File: src/hw/rtl/dhsl_pkg.sv
package dhsl_pkg;

	// Default number of fraction bits kept by the slew limiter.
	localparam int FRAC_BITS_DEF = 10;

	// Field and register widths.
	localparam int TIME_W     = 32;
	localparam int SPEED_W    = 16;
	localparam int BIAS_W     = 16;
	localparam int ALTZ_W     = 15;
	localparam int DT_W       = 16;
	localparam int RATE_W     = 10;
	localparam int HOLD_W     = 16;
	localparam int ALT_W      = 14;
	localparam int LIMIT_W    = 15;
	localparam int LIM2_W     = 2 * LIMIT_W;
	localparam int CFG_IDX_W  = 3;
	localparam int CFG_DATA_W = 16;

	// One second is 1000 ms = 125 * 2^3; the step divides by 125 and shifts by 3.
	localparam int MS_DIV   = 125;
	localparam int MS_SHIFT = 3;
	localparam int DIV_L    = 7;
	localparam int PROD_W   = RATE_W + DT_W;
	localparam int QUO_W    = PROD_W - DIV_L + 1;

	// Register values after reset.
	localparam logic [RATE_W-1:0]  RST_SLEW_RATE  = 10'd50;
	localparam logic [HOLD_W-1:0]  RST_HOLD_TIME  = 16'd3000;
	localparam logic [ALT_W-1:0]   RST_ALT_LOW    = 14'd50;
	localparam logic [ALT_W-1:0]   RST_ALT_HIGH   = 14'd300;
	localparam logic [LIMIT_W-1:0] RST_BIAS_LIMIT = 15'd200;
	localparam logic [LIM2_W-1:0]  RST_LIM2       = 30'd40000;

	typedef enum logic [CFG_IDX_W-1:0] {
		CFG_SLEW_RATE  = 3'd0,
		CFG_HOLD_TIME  = 3'd1,
		CFG_ALT_LOW    = 3'd2,
		CFG_ALT_HIGH   = 3'd3,
		CFG_BIAS_LIMIT = 3'd4
	} cfg_idx_t;

	typedef struct packed {
		logic [RATE_W-1:0] slew_rate;
		logic [HOLD_W-1:0] hold_time;
		logic [ALT_W-1:0]  alt_low;
		logic [ALT_W-1:0]  alt_high;
		logic [LIM2_W-1:0] lim2;
	} cfg_t;

	// Stage load enables and the state update strobe of the pipeline.
	typedef struct packed {
		logic ld2;
		logic ld3;
		logic ld4;
		logic ld5;
		logic ld6;
		logic upd;
	} pipe_ld_t;

endpackage

File: src/hw/rtl/dhsl_cfg.sv
module dhsl_cfg (
	input  logic                               clk,
	input  logic                               arst_n,
	input  logic                               cfg_valid,
	input  logic [dhsl_pkg::CFG_IDX_W-1:0]     cfg_index,
	input  logic [dhsl_pkg::CFG_DATA_W-1:0]    cfg_data,
	output dhsl_pkg::cfg_t                     cfg
);
	import dhsl_pkg::*;

	logic [RATE_W-1:0]  slew_rate_q;
	logic [HOLD_W-1:0]  hold_time_q;
	logic [ALT_W-1:0]   alt_low_q;
	logic [ALT_W-1:0]   alt_high_q;
	logic [LIMIT_W-1:0] limit_q;
	logic [LIM2_W-1:0]  lim2_q;

	always_ff @(posedge clk or negedge arst_n) begin
		if (!arst_n) begin
			slew_rate_q <= RST_SLEW_RATE;
			hold_time_q <= RST_HOLD_TIME;
			alt_low_q   <= RST_ALT_LOW;
			alt_high_q  <= RST_ALT_HIGH;
			limit_q     <= RST_BIAS_LIMIT;
			lim2_q      <= RST_LIM2;
		end else begin
			// The squared limit is registered and follows the limit in the next cycle.
			lim2_q <= LIM2_W'(limit_q) * LIM2_W'(limit_q);
			if (cfg_valid) begin
				case (cfg_idx_t'(cfg_index))
					CFG_SLEW_RATE:  slew_rate_q <= cfg_data[RATE_W-1:0];
					CFG_HOLD_TIME:  hold_time_q <= cfg_data[HOLD_W-1:0];
					CFG_ALT_LOW:    alt_low_q   <= cfg_data[ALT_W-1:0];
					CFG_ALT_HIGH:   alt_high_q  <= cfg_data[ALT_W-1:0];
					CFG_BIAS_LIMIT: limit_q     <= cfg_data[LIMIT_W-1:0];
					default: ;
				endcase
			end
		end
	end

	assign cfg.slew_rate = slew_rate_q;
	assign cfg.hold_time = hold_time_q;
	assign cfg.alt_low   = alt_low_q;
	assign cfg.alt_high  = alt_high_q;
	assign cfg.lim2      = lim2_q;

endmodule

File: src/hw/rtl/dhsl_step.sv
module dhsl_step #(
	parameter int FRAC_BITS = dhsl_pkg::FRAC_BITS_DEF
) (
	input  logic                                  clk,
	input  dhsl_pkg::pipe_ld_t                    ld,
	input  logic [dhsl_pkg::RATE_W-1:0]           slew_rate,
	input  logic [dhsl_pkg::DT_W-1:0]             dt_s1,
	output logic [dhsl_pkg::QUO_W+FRAC_BITS-dhsl_pkg::MS_SHIFT-1:0] step_s5
);
	import dhsl_pkg::*;

	localparam int FR_SH   = FRAC_BITS - MS_SHIFT;
	// Integer part of rate*dt/125 by reciprocal multiplication, exact for PROD_W bits.
	localparam int SH1     = PROD_W + DIV_L;
	localparam int M1_W    = PROD_W + 1;
	localparam logic [M1_W-1:0] M1 =
		M1_W'(((64'd1 << SH1) + 64'(MS_DIV - 1)) / 64'(MS_DIV));
	localparam int MUL1_W  = PROD_W + M1_W;
	// Fraction part: remainder scaled by 2^FR_SH, divided by 125 the same way.
	localparam int N2      = DIV_L + FR_SH;
	localparam int SH2     = N2 + DIV_L;
	localparam int M2_W    = N2 + 1;
	localparam logic [M2_W-1:0] M2 =
		M2_W'(((64'd1 << SH2) + 64'(MS_DIV - 1)) / 64'(MS_DIV));
	localparam int MUL2_W  = N2 + M2_W;

	logic [PROD_W-1:0] p_d, p_s2, p_s3;
	logic [MUL1_W-1:0] mul1;
	logic [QUO_W-1:0]  a_s3, a_s4;
	logic [PROD_W-1:0] rem_full;
	logic [N2-1:0]     rs_d, rs_s4;
	logic [MUL2_W-1:0] mul2;
	logic [FR_SH-1:0]  frac;

	assign p_d      = PROD_W'(slew_rate) * PROD_W'(dt_s1);
	assign mul1     = MUL1_W'(p_s2) * MUL1_W'(M1);
	assign rem_full = p_s3 - PROD_W'(a_s3) * PROD_W'(MS_DIV);
	assign rs_d     = {rem_full[DIV_L-1:0], {FR_SH{1'b0}}};
	assign mul2     = MUL2_W'(rs_s4) * MUL2_W'(M2);
	assign frac     = mul2[SH2 +: FR_SH];

	always_ff @(posedge clk) begin
		if (ld.ld2) begin
			p_s2 <= p_d;
		end
		if (ld.ld3) begin
			p_s3 <= p_s2;
			a_s3 <= mul1[SH1 +: QUO_W];
		end
		if (ld.ld4) begin
			a_s4  <= a_s3;
			rs_s4 <= rs_d;
		end
		if (ld.ld5) begin
			step_s5 <= {a_s4, frac};
		end
	end

endmodule

File: src/hw/rtl/dhsl_update.sv
module dhsl_update #(
	parameter int FRAC_BITS = dhsl_pkg::FRAC_BITS_DEF
) (
	input  logic                                  clk,
	input  logic                                  arst_n,
	input  dhsl_pkg::pipe_ld_t                    ld,
	input  logic [dhsl_pkg::HOLD_W-1:0]           hold_time,
	input  logic [dhsl_pkg::TIME_W-1:0]           now_s5,
	input  logic signed [dhsl_pkg::SPEED_W-1:0]   cmd_s5,
	input  logic                                  clear_s5,
	input  logic                                  want_s5,
	input  logic [dhsl_pkg::QUO_W+FRAC_BITS-dhsl_pkg::MS_SHIFT-1:0] step_s5,
	output logic signed [dhsl_pkg::SPEED_W-1:0]   speed_s6,
	output logic                                  holding_s6,
	output logic                                  armed_s6
);
	import dhsl_pkg::*;

	localparam int SV_W   = SPEED_W + FRAC_BITS;
	localparam int STEP_W = QUO_W + FRAC_BITS - MS_SHIFT;
	localparam int CW     = STEP_W + 2;
	localparam logic signed [CW-1:0] HALF = CW'(1) << (FRAC_BITS - 1);

	logic signed [SV_W-1:0]    slew_q, slew_d;
	logic                      active_q, permit_q;
	logic [TIME_W-1:0]         start_q;

	logic                      act0, perm0, start, ends, act2, perm2;
	logic [TIME_W-1:0]         elapsed;
	logic signed [CW-1:0]      v_ext, cmd_ext, tgt, step_ext, up, dn, up_r, dn_r;
	logic signed [SPEED_W-1:0] speed_d;

	always_comb begin
		// Clear first, then the start test, then the end test.
		act0    = clear_s5 ? 1'b0 : active_q;
		perm0   = clear_s5 | permit_q;
		start   = want_s5 & perm0 & ~act0;
		elapsed = now_s5 - start_q;
		// A hold started in this tick has zero elapsed time and cannot end.
		ends    = act0 & (elapsed > TIME_W'(hold_time));
		act2    = (act0 & ~ends) | start;
		perm2   = perm0 & ~ends;

		v_ext    = {{(CW-SV_W){slew_q[SV_W-1]}}, slew_q};
		cmd_ext  = {{(CW-SPEED_W){cmd_s5[SPEED_W-1]}}, cmd_s5};
		tgt      = act2 ? '0 : (cmd_ext <<< FRAC_BITS);
		step_ext = {2'b00, step_s5};
		up       = v_ext + step_ext;
		dn       = v_ext - step_ext;
		up_r     = v_ext + step_ext + HALF;
		dn_r     = v_ext - step_ext + HALF;

		// Rounding is taken in parallel for each choice; the new value always
		// lies between the old value and the target, so it fits the output.
		if (tgt > up) begin
			slew_d  = up[SV_W-1:0];
			speed_d = up_r[FRAC_BITS +: SPEED_W];
		end else if (tgt < dn) begin
			slew_d  = dn[SV_W-1:0];
			speed_d = dn_r[FRAC_BITS +: SPEED_W];
		end else begin
			slew_d  = tgt[SV_W-1:0];
			speed_d = act2 ? '0 : cmd_s5;
		end
	end

	always_ff @(posedge clk or negedge arst_n) begin
		if (!arst_n) begin
			active_q <= 1'b0;
			permit_q <= 1'b1;
			start_q  <= '0;
			slew_q   <= '0;
		end else if (ld.upd) begin
			active_q <= act2;
			permit_q <= perm2;
			if (start) begin
				start_q <= now_s5;
			end
			slew_q <= slew_d;
		end
	end

	always_ff @(posedge clk) begin
		if (ld.ld6) begin
			speed_s6   <= speed_d;
			holding_s6 <= act2;
			armed_s6   <= perm2;
		end
	end

endmodule

File: src/hw/rtl/descent_hold_slew_limiter.sv
// Chan  Handshake            Dir  Payload
// ----  -------------------  ---  --------------------------------------------------------
// in    in_valid/in_stall    in   now_ms landing speed_cmd bias_x bias_y alt_z clear_hold
// out   out_valid/out_stall  out  speed_out holding hold_armed
// cfg   cfg_valid/cfg_ready  in   cfg_index cfg_data
//
// One tick is accepted in every cycle unless the input stalls; the result register is loaded
// once its tick has passed the five stages ahead of the update that form the slew step (rate
// times elapsed time, then two reciprocal multiplications for the division by a thousand).
// The asynchronous reset empties the pipeline, re-arms the hold and returns every
// configuration register to its default value.
// A stalled output holds the result register; the stages behind it keep moving into any
// empty stage, so the input stalls only while every stage is full and the output is stalled.
module descent_hold_slew_limiter #(
	parameter int FRAC_BITS = dhsl_pkg::FRAC_BITS_DEF
) (
	input  logic                                clk,
	input  logic                                arst_n,

	input  logic                                in_valid,
	output logic                                in_stall,
	input  logic [dhsl_pkg::TIME_W-1:0]         now_ms,
	input  logic                                landing,
	input  logic signed [dhsl_pkg::SPEED_W-1:0] speed_cmd,
	input  logic signed [dhsl_pkg::BIAS_W-1:0]  bias_x,
	input  logic signed [dhsl_pkg::BIAS_W-1:0]  bias_y,
	input  logic signed [dhsl_pkg::ALTZ_W-1:0]  alt_z,
	input  logic                                clear_hold,

	output logic                                out_valid,
	input  logic                                out_stall,
	output logic signed [dhsl_pkg::SPEED_W-1:0] speed_out,
	output logic                                holding,
	output logic                                hold_armed,

	input  logic                                cfg_valid,
	output logic                                cfg_ready,
	input  logic [dhsl_pkg::CFG_IDX_W-1:0]      cfg_index,
	input  logic [dhsl_pkg::CFG_DATA_W-1:0]     cfg_data
);
	import dhsl_pkg::*;

	localparam int STEP_W = QUO_W + FRAC_BITS - MS_SHIFT;
	localparam int MAG_W  = 2 * BIAS_W;
	localparam int SQ_W   = MAG_W - 1;

	cfg_t     cfg;
	pipe_ld_t ld;

	// Valid bit of each stage; stage six is the result register.
	logic v_s1, v_s2, v_s3, v_s4, v_s5, v_s6;
	logic en1, en2, en3, en4, en5, en6;
	logic accept;

	// Time stamp of the last accepted tick, the base for the elapsed time.
	logic [TIME_W-1:0] last_q;
	logic [TIME_W-1:0] diff;
	logic [DT_W-1:0]   dt_d;
	logic [ALTZ_W-1:0] alt_abs_d;

	logic [TIME_W-1:0]         now_s1, now_s2, now_s3, now_s4, now_s5;
	logic signed [SPEED_W-1:0] cmd_s1, cmd_s2, cmd_s3, cmd_s4, cmd_s5;
	logic                      clear_s1, clear_s2, clear_s3, clear_s4, clear_s5;
	logic                      landing_s1;
	logic signed [BIAS_W-1:0]  bx_s1, by_s1;
	logic [ALTZ_W-1:0]         alt_abs_s1;
	logic [DT_W-1:0]           dt_s1;
	logic                      lw_s2;
	logic [SQ_W-1:0]           sqx_s2, sqy_s2;
	logic                      want_s3, want_s4, want_s5;
	logic signed [MAG_W-1:0]   sqx_full, sqy_full;
	logic [MAG_W-1:0]          mag2;
	logic                      win_d;
	logic [STEP_W-1:0]         step_s5;

	// A stage takes a new transaction when it is empty or its content moves on.
	assign en6    = ~v_s6 | ~out_stall;
	assign en5    = ~v_s5 | en6;
	assign en4    = ~v_s4 | en5;
	assign en3    = ~v_s3 | en4;
	assign en2    = ~v_s2 | en3;
	assign en1    = ~v_s1 | en2;
	assign accept = in_valid & en1;

	assign in_stall  = ~en1;
	assign out_valid = v_s6;
	assign cfg_ready = 1'b1;

	assign ld.ld2 = en2;
	assign ld.ld3 = en3;
	assign ld.ld4 = en4;
	assign ld.ld5 = en5;
	assign ld.ld6 = en6;
	// The hold and limiter state advance once per tick, as it leaves the update stage.
	assign ld.upd = v_s5 & en6;

	always_ff @(posedge clk or negedge arst_n) begin
		if (!arst_n) begin
			v_s1   <= 1'b0;
			v_s2   <= 1'b0;
			v_s3   <= 1'b0;
			v_s4   <= 1'b0;
			v_s5   <= 1'b0;
			v_s6   <= 1'b0;
			last_q <= '0;
		end else begin
			if (en1) v_s1 <= in_valid;
			if (en2) v_s2 <= v_s1;
			if (en3) v_s3 <= v_s2;
			if (en4) v_s4 <= v_s3;
			if (en5) v_s5 <= v_s4;
			if (en6) v_s6 <= v_s5;
			if (accept) begin
				last_q <= now_ms;
			end
		end
	end

	// Elapsed time since the previous tick, wrapped and then saturated at 16 bits.
	assign diff      = now_ms - last_q;
	assign dt_d      = (|diff[TIME_W-1:DT_W]) ? {DT_W{1'b1}} : diff[DT_W-1:0];
	assign alt_abs_d = alt_z[ALTZ_W-1] ? ALTZ_W'(-alt_z) : ALTZ_W'(alt_z);

	// Both altitude bounds are exclusive.
	assign win_d    = (alt_abs_s1 > ALTZ_W'(cfg.alt_low)) &&
	                  (alt_abs_s1 < ALTZ_W'(cfg.alt_high));
	assign sqx_full = bx_s1 * bx_s1;
	assign sqy_full = by_s1 * by_s1;
	assign mag2     = MAG_W'(sqx_s2) + MAG_W'(sqy_s2);

	always_ff @(posedge clk) begin
		if (en1) begin
			now_s1     <= now_ms;
			landing_s1 <= landing;
			cmd_s1     <= speed_cmd;
			bx_s1      <= bias_x;
			by_s1      <= bias_y;
			alt_abs_s1 <= alt_abs_d;
			clear_s1   <= clear_hold;
			dt_s1      <= dt_d;
		end
		if (en2) begin
			now_s2   <= now_s1;
			cmd_s2   <= cmd_s1;
			clear_s2 <= clear_s1;
			lw_s2    <= landing_s1 & win_d;
			// A square of a 16-bit signed value is never negative and fits 31 bits.
			sqx_s2   <= sqx_full[SQ_W-1:0];
			sqy_s2   <= sqy_full[SQ_W-1:0];
		end
		if (en3) begin
			now_s3   <= now_s2;
			cmd_s3   <= cmd_s2;
			clear_s3 <= clear_s2;
			want_s3  <= lw_s2 & (mag2 > MAG_W'(cfg.lim2));
		end
		if (en4) begin
			now_s4   <= now_s3;
			cmd_s4   <= cmd_s3;
			clear_s4 <= clear_s3;
			want_s4  <= want_s3;
		end
		if (en5) begin
			now_s5   <= now_s4;
			cmd_s5   <= cmd_s4;
			clear_s5 <= clear_s4;
			want_s5  <= want_s4;
		end
	end

	dhsl_cfg u_cfg (
		.clk       (clk),
		.arst_n    (arst_n),
		.cfg_valid (cfg_valid),
		.cfg_index (cfg_index),
		.cfg_data  (cfg_data),
		.cfg       (cfg)
	);

	dhsl_step #(
		.FRAC_BITS (FRAC_BITS)
	) u_step (
		.clk       (clk),
		.ld        (ld),
		.slew_rate (cfg.slew_rate),
		.dt_s1     (dt_s1),
		.step_s5   (step_s5)
	);

	dhsl_update #(
		.FRAC_BITS (FRAC_BITS)
	) u_update (
		.clk        (clk),
		.arst_n     (arst_n),
		.ld         (ld),
		.hold_time  (cfg.hold_time),
		.now_s5     (now_s5),
		.cmd_s5     (cmd_s5),
		.clear_s5   (clear_s5),
		.want_s5    (want_s5),
		.step_s5    (step_s5),
		.speed_s6   (speed_out),
		.holding_s6 (holding),
		.armed_s6   (hold_armed)
	);

endmodule
File: config.mk
export PLATFORM = sky130hd
export DESIGN_NAME = descent_hold_slew_limiter
export DESIGN_NICKNAME = d
export VERILOG_FILES = /design/src/hw/rtl/dhsl_pkg.sv /design/src/hw/rtl/dhsl_cfg.sv /design/src/hw/rtl/dhsl_step.sv /design/src/hw/rtl/dhsl_update.sv /design/src/hw/rtl/descent_hold_slew_limiter.sv
export SDC_FILE = /design/constraint.sdc
export NUM_CORES = 2
export LEC_CHECK = 0
export BUFFER_PORTS_ARGS = -buffer_cell sky130_fd_sc_hd__buf_4
export CAP_MARGIN = 5
export CELL_PAD_IN_SITES_DETAIL_PLACEMENT = 1
export CELL_PAD_IN_SITES_GLOBAL_PLACEMENT = 2
export CORE_UTILIZATION = 39
export DETAILED_ROUTE_END_ITERATION = 8
export PLACE_DENSITY_LB_ADDON = 0.2
export SETUP_SLACK_MARGIN = 0.3
export SLEW_MARGIN = 20
export SYNTH_ARGS = -nofsm -noshare
export SYNTH_HDL_FRONTEND = slang
export SYNTH_SLANG_ARGS = --single-unit
File: constraint.sdc
create_clock -name clk -period 20 [get_ports clk]
set_input_delay 0 -clock clk [delete_from_list [all_inputs] [get_ports clk]]
set_output_delay 0 -clock clk [all_outputs]
set_load 0.005 [all_outputs]
Word-level counts from Yosys, hierarchy flattened
Index checks and enable logic that the tools add are counted.
Widths: inputs -> output; s select.
Cells by class
  $lt $le $gt $ge: 6
  mux-type cells: 8
  equal/unequal tests: 4
  add/sub/neg operators: 9
  bitwise gates (word level): 27
  reduce and logical (&&, ||, !) cells: 9
  multiply operators: 7
Operators by type and width (count)
  $sub 32x32->32: 2
  $mul 16x16->31: 2
  $mul 26x27->53 const B: 1
  $add 26x11->26 const B: 2
  $mux 26: 2
  $mux 16: 3
  $add 31x31->32: 1
  $gt 32x16->1: 1
  $gt 32x30->1: 1
  $mul 15x15->30: 1
  $add 26x28->29: 1
  $gt 29x29->1: 1
  $lt 29x29->1: 1
  $mux 29: 1
  $sub 26x28->29: 1
  $mul 10x16->26: 1
  $mul 20x7->7 const B: 1
  $mul 7x14->20 const B: 1
  $reduce_or 16->1: 1
  $gt 15x14->1: 1
  $lt 15x14->1: 1
  $neg 15->15: 1
  $mux 14: 1
  $reduce_and 2->1: 6
  10 further kinds: 35
Storage, ports and cells
  flip-flop bits (word level): 697
  output and inout bits: 21
  bits of input ports: 121
  logic and storage cells: 123

Logic depth before layout (Yosys ltp)
  depth after elaboration: 10
  depth in mapped cells: 43
  depth with buffers taken out: 38

Cells and area by module
A second synthesis with hierarchy kept.
Second synthesis, totals
  cell total of the unflattened synthesis: 7319
  area, all modules: 75223.4 µm²
Modules (own cells, without submodules)
  descent_hold_slew_limiter: area an instance 35107.4 µm², instances 1, cells each 3180, sequential area each 12151.7 µm²
  dhsl_step: area an instance 19691.4 µm², instances 1, cells each 1874, sequential area each 3213.1 µm²
  dhsl_update: area an instance 10779.1 µm², instances 1, cells each 1368, sequential area each 2043.2 µm²
  dhsl_cfg: area an instance 9645.5 µm², instances 1, cells each 897, sequential area each 2483.6 µm²

Worst setup path before layout
Ideal clock, no wire load.
  path type: reg2reg
  from: reg now_s5[5]
  to: reg u_update.speed_s6[14] in the netlist's numbering, data pin
  arrival time: 8.216 ns
  path buffers: 4
  stages on the path, launching flop included: 41
  slack: 11.513 ns
  clock period less this slack: 8.487 ns
  required time: 19.728 ns
  library setup time: 0.272 ns
  cells stage by stage: edfxtp_1 > ha_1 > a21o_1 > or3_1 > o21ai_1 > nand3_1 > a21oi_1 > o21bai_1 > a21oi_1 > xnor2_1 > ha_1 > nand4_1 > or4_1 > a22oi_1 > o311ai_0 > nor4_1 > o2111ai_1 > or4_1 > (+5 left out) > inv_1 > ha_1 > nand2_1 > or3_1 > nor2_1 > nand2_1 > or4_1 > nor3_1 > o2bb2ai_1 > nand4b_1 > a21boi_0 > a211oi_1 > o31ai_2 > o22ai_4 > buf_4 > o311a_1 > a2111oi_0 > a21oi_1
Between the ends
  cells in the longest elaborated chain, start to end: 10
  elaborated cells on any way between the ends: 12
  those cells by class: add/sub: 1; order compare: 3; mux: 4; bitwise: 4
RTL lines
  start: declaration: RTL line descent_hold_slew_limiter.sv:61  | logic [TIME_W-1:0] now_s1, now_s2, now_s3, now_s4, now_s5;
  start signal: assignment: RTL line descent_hold_slew_limiter.sv:164  | now_s5 <= now_s4;
  $sub 32x32->32 (*): RTL line dhsl_update.sv:38  | elapsed = now_s5 - start_q;
  $gt 32x16->1 (*): RTL line dhsl_update.sv:40  | ends = act0 & (elapsed > TIME_W'(hold_time));
  $and 1x1->1 (*): RTL line dhsl_update.sv:40
  $not 1->1 (*): RTL line dhsl_update.sv:41  | act2 = (act0 & ~ends) | start;
  $and 1x1->1 (*): RTL line dhsl_update.sv:41
  $or 1x1->1 (*): RTL line dhsl_update.sv:41
  $mux 29: RTL line dhsl_update.sv:46  | tgt = act2 ? '0 : (cmd_ext <<< FRAC_BITS);
  $lt 29x29->1: RTL line dhsl_update.sv:58  | end else if (tgt < dn) begin
  $mux 16: RTL line dhsl_update.sv:58
  $mux 16 (*): RTL line dhsl_update.sv:55  | if (tgt > up) begin
  net u_update.speed_d[14]: RTL line dhsl_update.sv:31  | logic signed [SPEED_W-1:0] speed_d;
  end signal: assignment: RTL line dhsl_update.sv:85  | speed_s6 <= speed_d;
  end: declaration: RTL line dhsl_update.sv:13  | output logic signed [dhsl_pkg::SPEED_W-1:0] speed_s6,
Mark *: on every way through the listed nets, which the timed path passes. The rest lies on a longest branch.
A chain may end at the register's enable or synchronous reset.

Worst setup path after layout
Ends and elaborated chain as after synthesis.

==> tab_implementation.tex <==
\begin{tabular}{lr}
\hline
Metric & Value \\
\hline
\multicolumn{2}{l}{\textbf{Run status}} \\
\quad Outcome & finished, final reports clean \\
\multicolumn{2}{l}{\textbf{Cells and area}} \\
\quad Footprint of the flip-flops and latches & 19900 µm² \\
\quad Highest-count cells in the layout ignoring fill and taps & sky130\_fd\_sc\_hd\_\_inv\_1 (1520), sky130\_fd\_sc\_hd\_\_fa\_1 (941), sky130\_fd\_sc\_hd\_\_ha\_1 (893) \\
\quad Area growth syn-to-layout & 12.2\% \\
\quad Multi-input combinational cell area & 46500 µm² \\
\quad Filler Cell Count & 20.4k \\
\quad Post-layout nets & 9197 \\
\quad Commonest non-fill, non-tap cell in the layout & sky130\_fd\_sc\_hd\_\_inv\_1 \\
\quad Final core occ & 44.1\% \\
\quad Layout cell share with drive strength beyond 1 & 6.54\% \\
\quad Post-route standard cell area excluding fillers & 81600 µm² \\
\multicolumn{2}{l}{\textbf{Critical path}} \\
\quad Crit. path cell count & 36 \\
\quad Worst Path Arrival & 10.71 ns \\
\quad Required time at the endpoint of the critical path & 20.42 ns \\
\quad Crit path buf inv count & 1 \\
\quad Worst Reg-to-Reg Cells & 36 \\
\quad Critical path start-end classification & register to register \\
\quad Kind of capture point of the worst setup path & register \\
\quad Critical Path Max Stage Delay & 0.83 ns \\
\quad Critical path's top delay family & simple AND/OR/NAND/NOR gates \\
\quad Worst Setup Start Kind & register \\
\quad Crit path max fanout & 20 \\
\quad Slowest stage cell on the critical path & sky130\_fd\_sc\_hd\_\_or4\_1 \\
\quad Crit path to & u\_update.speed\_s6[14]\$\_DFFE\_PN\_ \\
\quad R2r endpoint & u\_update.speed\_s6[14]\$\_DFFE\_PN\_ \\
\quad Reg2reg setup slack & 9.71 ns \\
\quad R2R Path Start & now\_s5[5]\$\_DFFE\_PP\_ \\
\quad Setup crit start & now\_s5[5]\$\_DFFE\_PP\_ \\
\multicolumn{2}{l}{\textbf{Yosys}} \\
\quad Synth top area share & 25.9\% \\
\quad Number of register bits inferred by synthesis & 694 \\
\quad Number of flops mapped to enable cells by yosys & 498 \\
\quad Cell area after synthesis & 72700 µm² \\
\quad Synth Area in Compound Gates & 7.41\% \\
\quad Dominant combinational cell family by area after synthesis & adder cells \\
\quad Ys async rst share & 28.2\% \\
\quad Fraction of synthesized cell area in xor and xnor cells & 3.59\% \\
\quad Most used flip-flop cell after synthesis & sky130\_fd\_sc\_hd\_\_edfxtp\_1 \\
\quad Area share of and/or/nand/nor cells after synthesis & 9.99\% \\
\quad Total number of yosys warnings & 0 \\
\quad Total nets after synthesis & 8876 \\
\quad Share of the yosys chip area belonging to registers & 27.4\% \\
\quad Post-synth top area cell & sky130\_fd\_sc\_hd\_\_fa\_1 \\
\quad Adder-cell area share of the yosys netlist & 41.3\% \\
\quad Average size of a mapped cell & 10.5 µm² \\
\quad Unique cell type count in the Yosys netlist & 94 \\
\quad Area contributors post-synth & sky130\_fd\_sc\_hd\_\_fa\_1 (26\%), sky130\_fd\_sc\_hd\_\_edfxtp\_1 (21\%), sky130\_fd\_sc\_hd\_\_ha\_1 (15\%) \\
\quad Number of standard cells after synthesis & 6921 \\
\quad Multiplexer share of the synthesized area & 1.62\% \\
\multicolumn{2}{l}{\textbf{GRT}} \\
\quad Vias in the first global route & 55.1k \\
\quad Largest net degree at the start of global routing & 130 \\
\quad Antenna violations before repair & 11 \\
\quad Wire length of the first global-routing pass & 305 mm \\
\quad Overflow left after global routing & 0 \\
\quad All-Layer GR Usage & 20.8\% \\
\multicolumn{2}{l}{\textbf{Timing}} \\
\quad Min Hold Slack & 0.0603 ns \\
\quad Max-slew violation count & 0 \\
\quad Setup Skew & 0.0316 ns \\
\quad Slew margin rel. & 30.1\% \\
\quad Final Hold Viols & 0 \\
\quad Crit share post-route & 51.4\% \\
\quad Count of endpoints failing setup in the final report & 0 \\
\quad Highest clock rate & 0.0972 GHz \\
\quad Post-Route Setup TNS & 0 ns \\
\quad Final worst path period need & 10.29 ns \\
\quad Worst-Margin Slew & 1.03 ns \\
\quad Setup repair after global routing missed its margin & no \\
\multicolumn{2}{l}{\textbf{Clock tree}} \\
\quad Total CTS buffers & 86 \\
\quad Max clock buf depth & 3 \\
\quad Clock H-tree levels & 3 \\
\quad Clock Root Buffer & sky130\_fd\_sc\_hd\_\_clkbuf\_16 \\
\quad Number of instances resized during post-cts repair & 0 \\
\quad CTS tree & yes \\
\quad Clock sink count & 694 \\
\quad Clock latency on the worst-skew pair & 0.72 ns \\
\quad Count of hold-fix buffers inserted at cts & 209 \\
\quad Post-CTS repair timing setup buffer count & 0 \\
\quad Clock transition at path regs & 0.06 ns \\
\multicolumn{2}{l}{\textbf{Placed design}} \\
\quad Dpl hpwl & 150 mm \\
\quad Number of port buffers & 140 \\
\quad Area after DPL & 76600 µm² \\
\quad Routability Congestion & 0.837 \\
\multicolumn{2}{l}{\textbf{Drt}} \\
\quad Via count & 48.2k \\
\quad Routed wire length per instance & 19.1 µm \\
\quad Drt first pass iters & 4 \\
\quad Ratio of routed vias to standard cells & 4.92 \\
\quad Number of routed nets with antenna violations & 0 \\
\quad Iter 0 DRT Violations & 1609 \\
\quad Number of DRC violations after detailed routing & 0 \\
\quad Total wire length after detailed routing & 187 mm \\
\multicolumn{2}{l}{\textbf{Die}} \\
\quad Overall die area & 188000 µm² \\
\quad Die Y-Extent & 434 µm \\
\quad DIE WIDTH & 434 µm \\
\quad Number of top-level pins & 142 \\
\quad Row count & 158 \\
\quad Core area & 185000 µm² \\
\quad Initial Utilization & 39.3\% \\
\multicolumn{2}{l}{\textbf{Run}} \\
\quad Max cap viols & 0 \\
\multicolumn{2}{l}{\textbf{Min path}} \\
\quad Path type of the worst min-delay path & primary input to register \\
\hline
\end{tabular}
==> synthesized netlist by cell type (all sizes together), types with 23 or more instances <==
library cell and number:
ha 893, nand2 514, inv 1523, o21bai 47, nor2b 63, edfxtp 498
dfstp 26, a21oi 247, and2 245, o21ai 207, nand3 83, o31ai 25
nand2b 71, nand4 30, fa 941, xor2 76, xnor2 222, mux2i 32
dfrtp 170, or3 27, and3 28, o211ai 23, a211oi 25, nor3 85
clkbuf 131, a21o 75, o21a 35, mux2 76, nor2 242
==> registers in the layout, indices dropped and copies added, names as in the netlist, 20 cells and up <==
name / cells
last_q: 32
now_s1: 32
now_s2: 32
now_s3: 32
now_s4: 32
now_s5: 32
u_update.start_q: 32
sqx_s2: 30
sqy_s2: 30
u_cfg.lim2_q: 29
u_step.step_s5: 27
u_step.p_s2: 26
u_update.slew_q: 26
u_step.a_s3: 20
u_step.a_s4: 20
==> worst min-delay path by stage <==
stage,start,end,cells past startpoint
6_report,speed_cmd[15],cmd_s1[15]$_DFFE_PN_,2
5_1_grt,speed_cmd[15],cmd_s1[15]$_DFFE_PN_,2
4_1_cts,now_ms[11],now_s1[11]$_DFFE_PN_,2
3_5_place_dp,arst_n,u_update.slew_q[0]$_DFFE_PN0P_,1
3_3_place_gp,arst_n,u_update.slew_q[0]$_DFFE_PN0P_,1
2_1_floorplan,arst_n,last_q[0]$_DFFE_PN0P_,0
==> cell type report <==
type                    instances  area share [%]
repair buffers                386            4.24
clock buffers                 109            2.90
flip-flops and latches        694            24.4
well taps                    2480            3.80
diodes                          1         0.00307
multi-input cells            4550            57.0
inverters                    1524            7.01
clock inverters                51           0.684
==> kinds of logic (layout without fill, tap and decap cells) <==
| kind of cell | count (synthesis) | in the layout |
|---|---|---|
| flops | 694 | 694 |
| compound gates | 829 | 829 |
| xor+xnor | 298 | 298 |
| simple gates | 1479 | 1479 |
| mux | 108 | 108 |
| buf+inv | 1677 | 2070 |
| other cells | 1 | 2 |
| fa+ha+maj | 1835 | 1835 |
==> metrics by stage <==
stage | std cells | worst slack [ns]
after global placement | 9425 | 9.87
after global routing | 9795 | 8.96
after CTS | 9794 | 9.64
after detailed placement | 9425 | 9.65
final | 9795 | 9.71
after floorplan | 6921 | 11.51
==> routing by layer <==
| layer | up-vias | GRT usage (%) | share of wire, % |
|---|---|---|---|
| met5 | - | 0 | 0.036 |
| met4 | 10 | 5.13 | 2.4 |
| met3 | 225 | 2.00 | 1.8 |
| met2 | 392 | 38.8 | 53 |
| met1 | 24700 | 25.4 | 42 |
| li1 | 22900 | - | - |
Power is not shown: default switching activity piles up to over one toggle a cycle in this logic, so the estimate is an artifact.
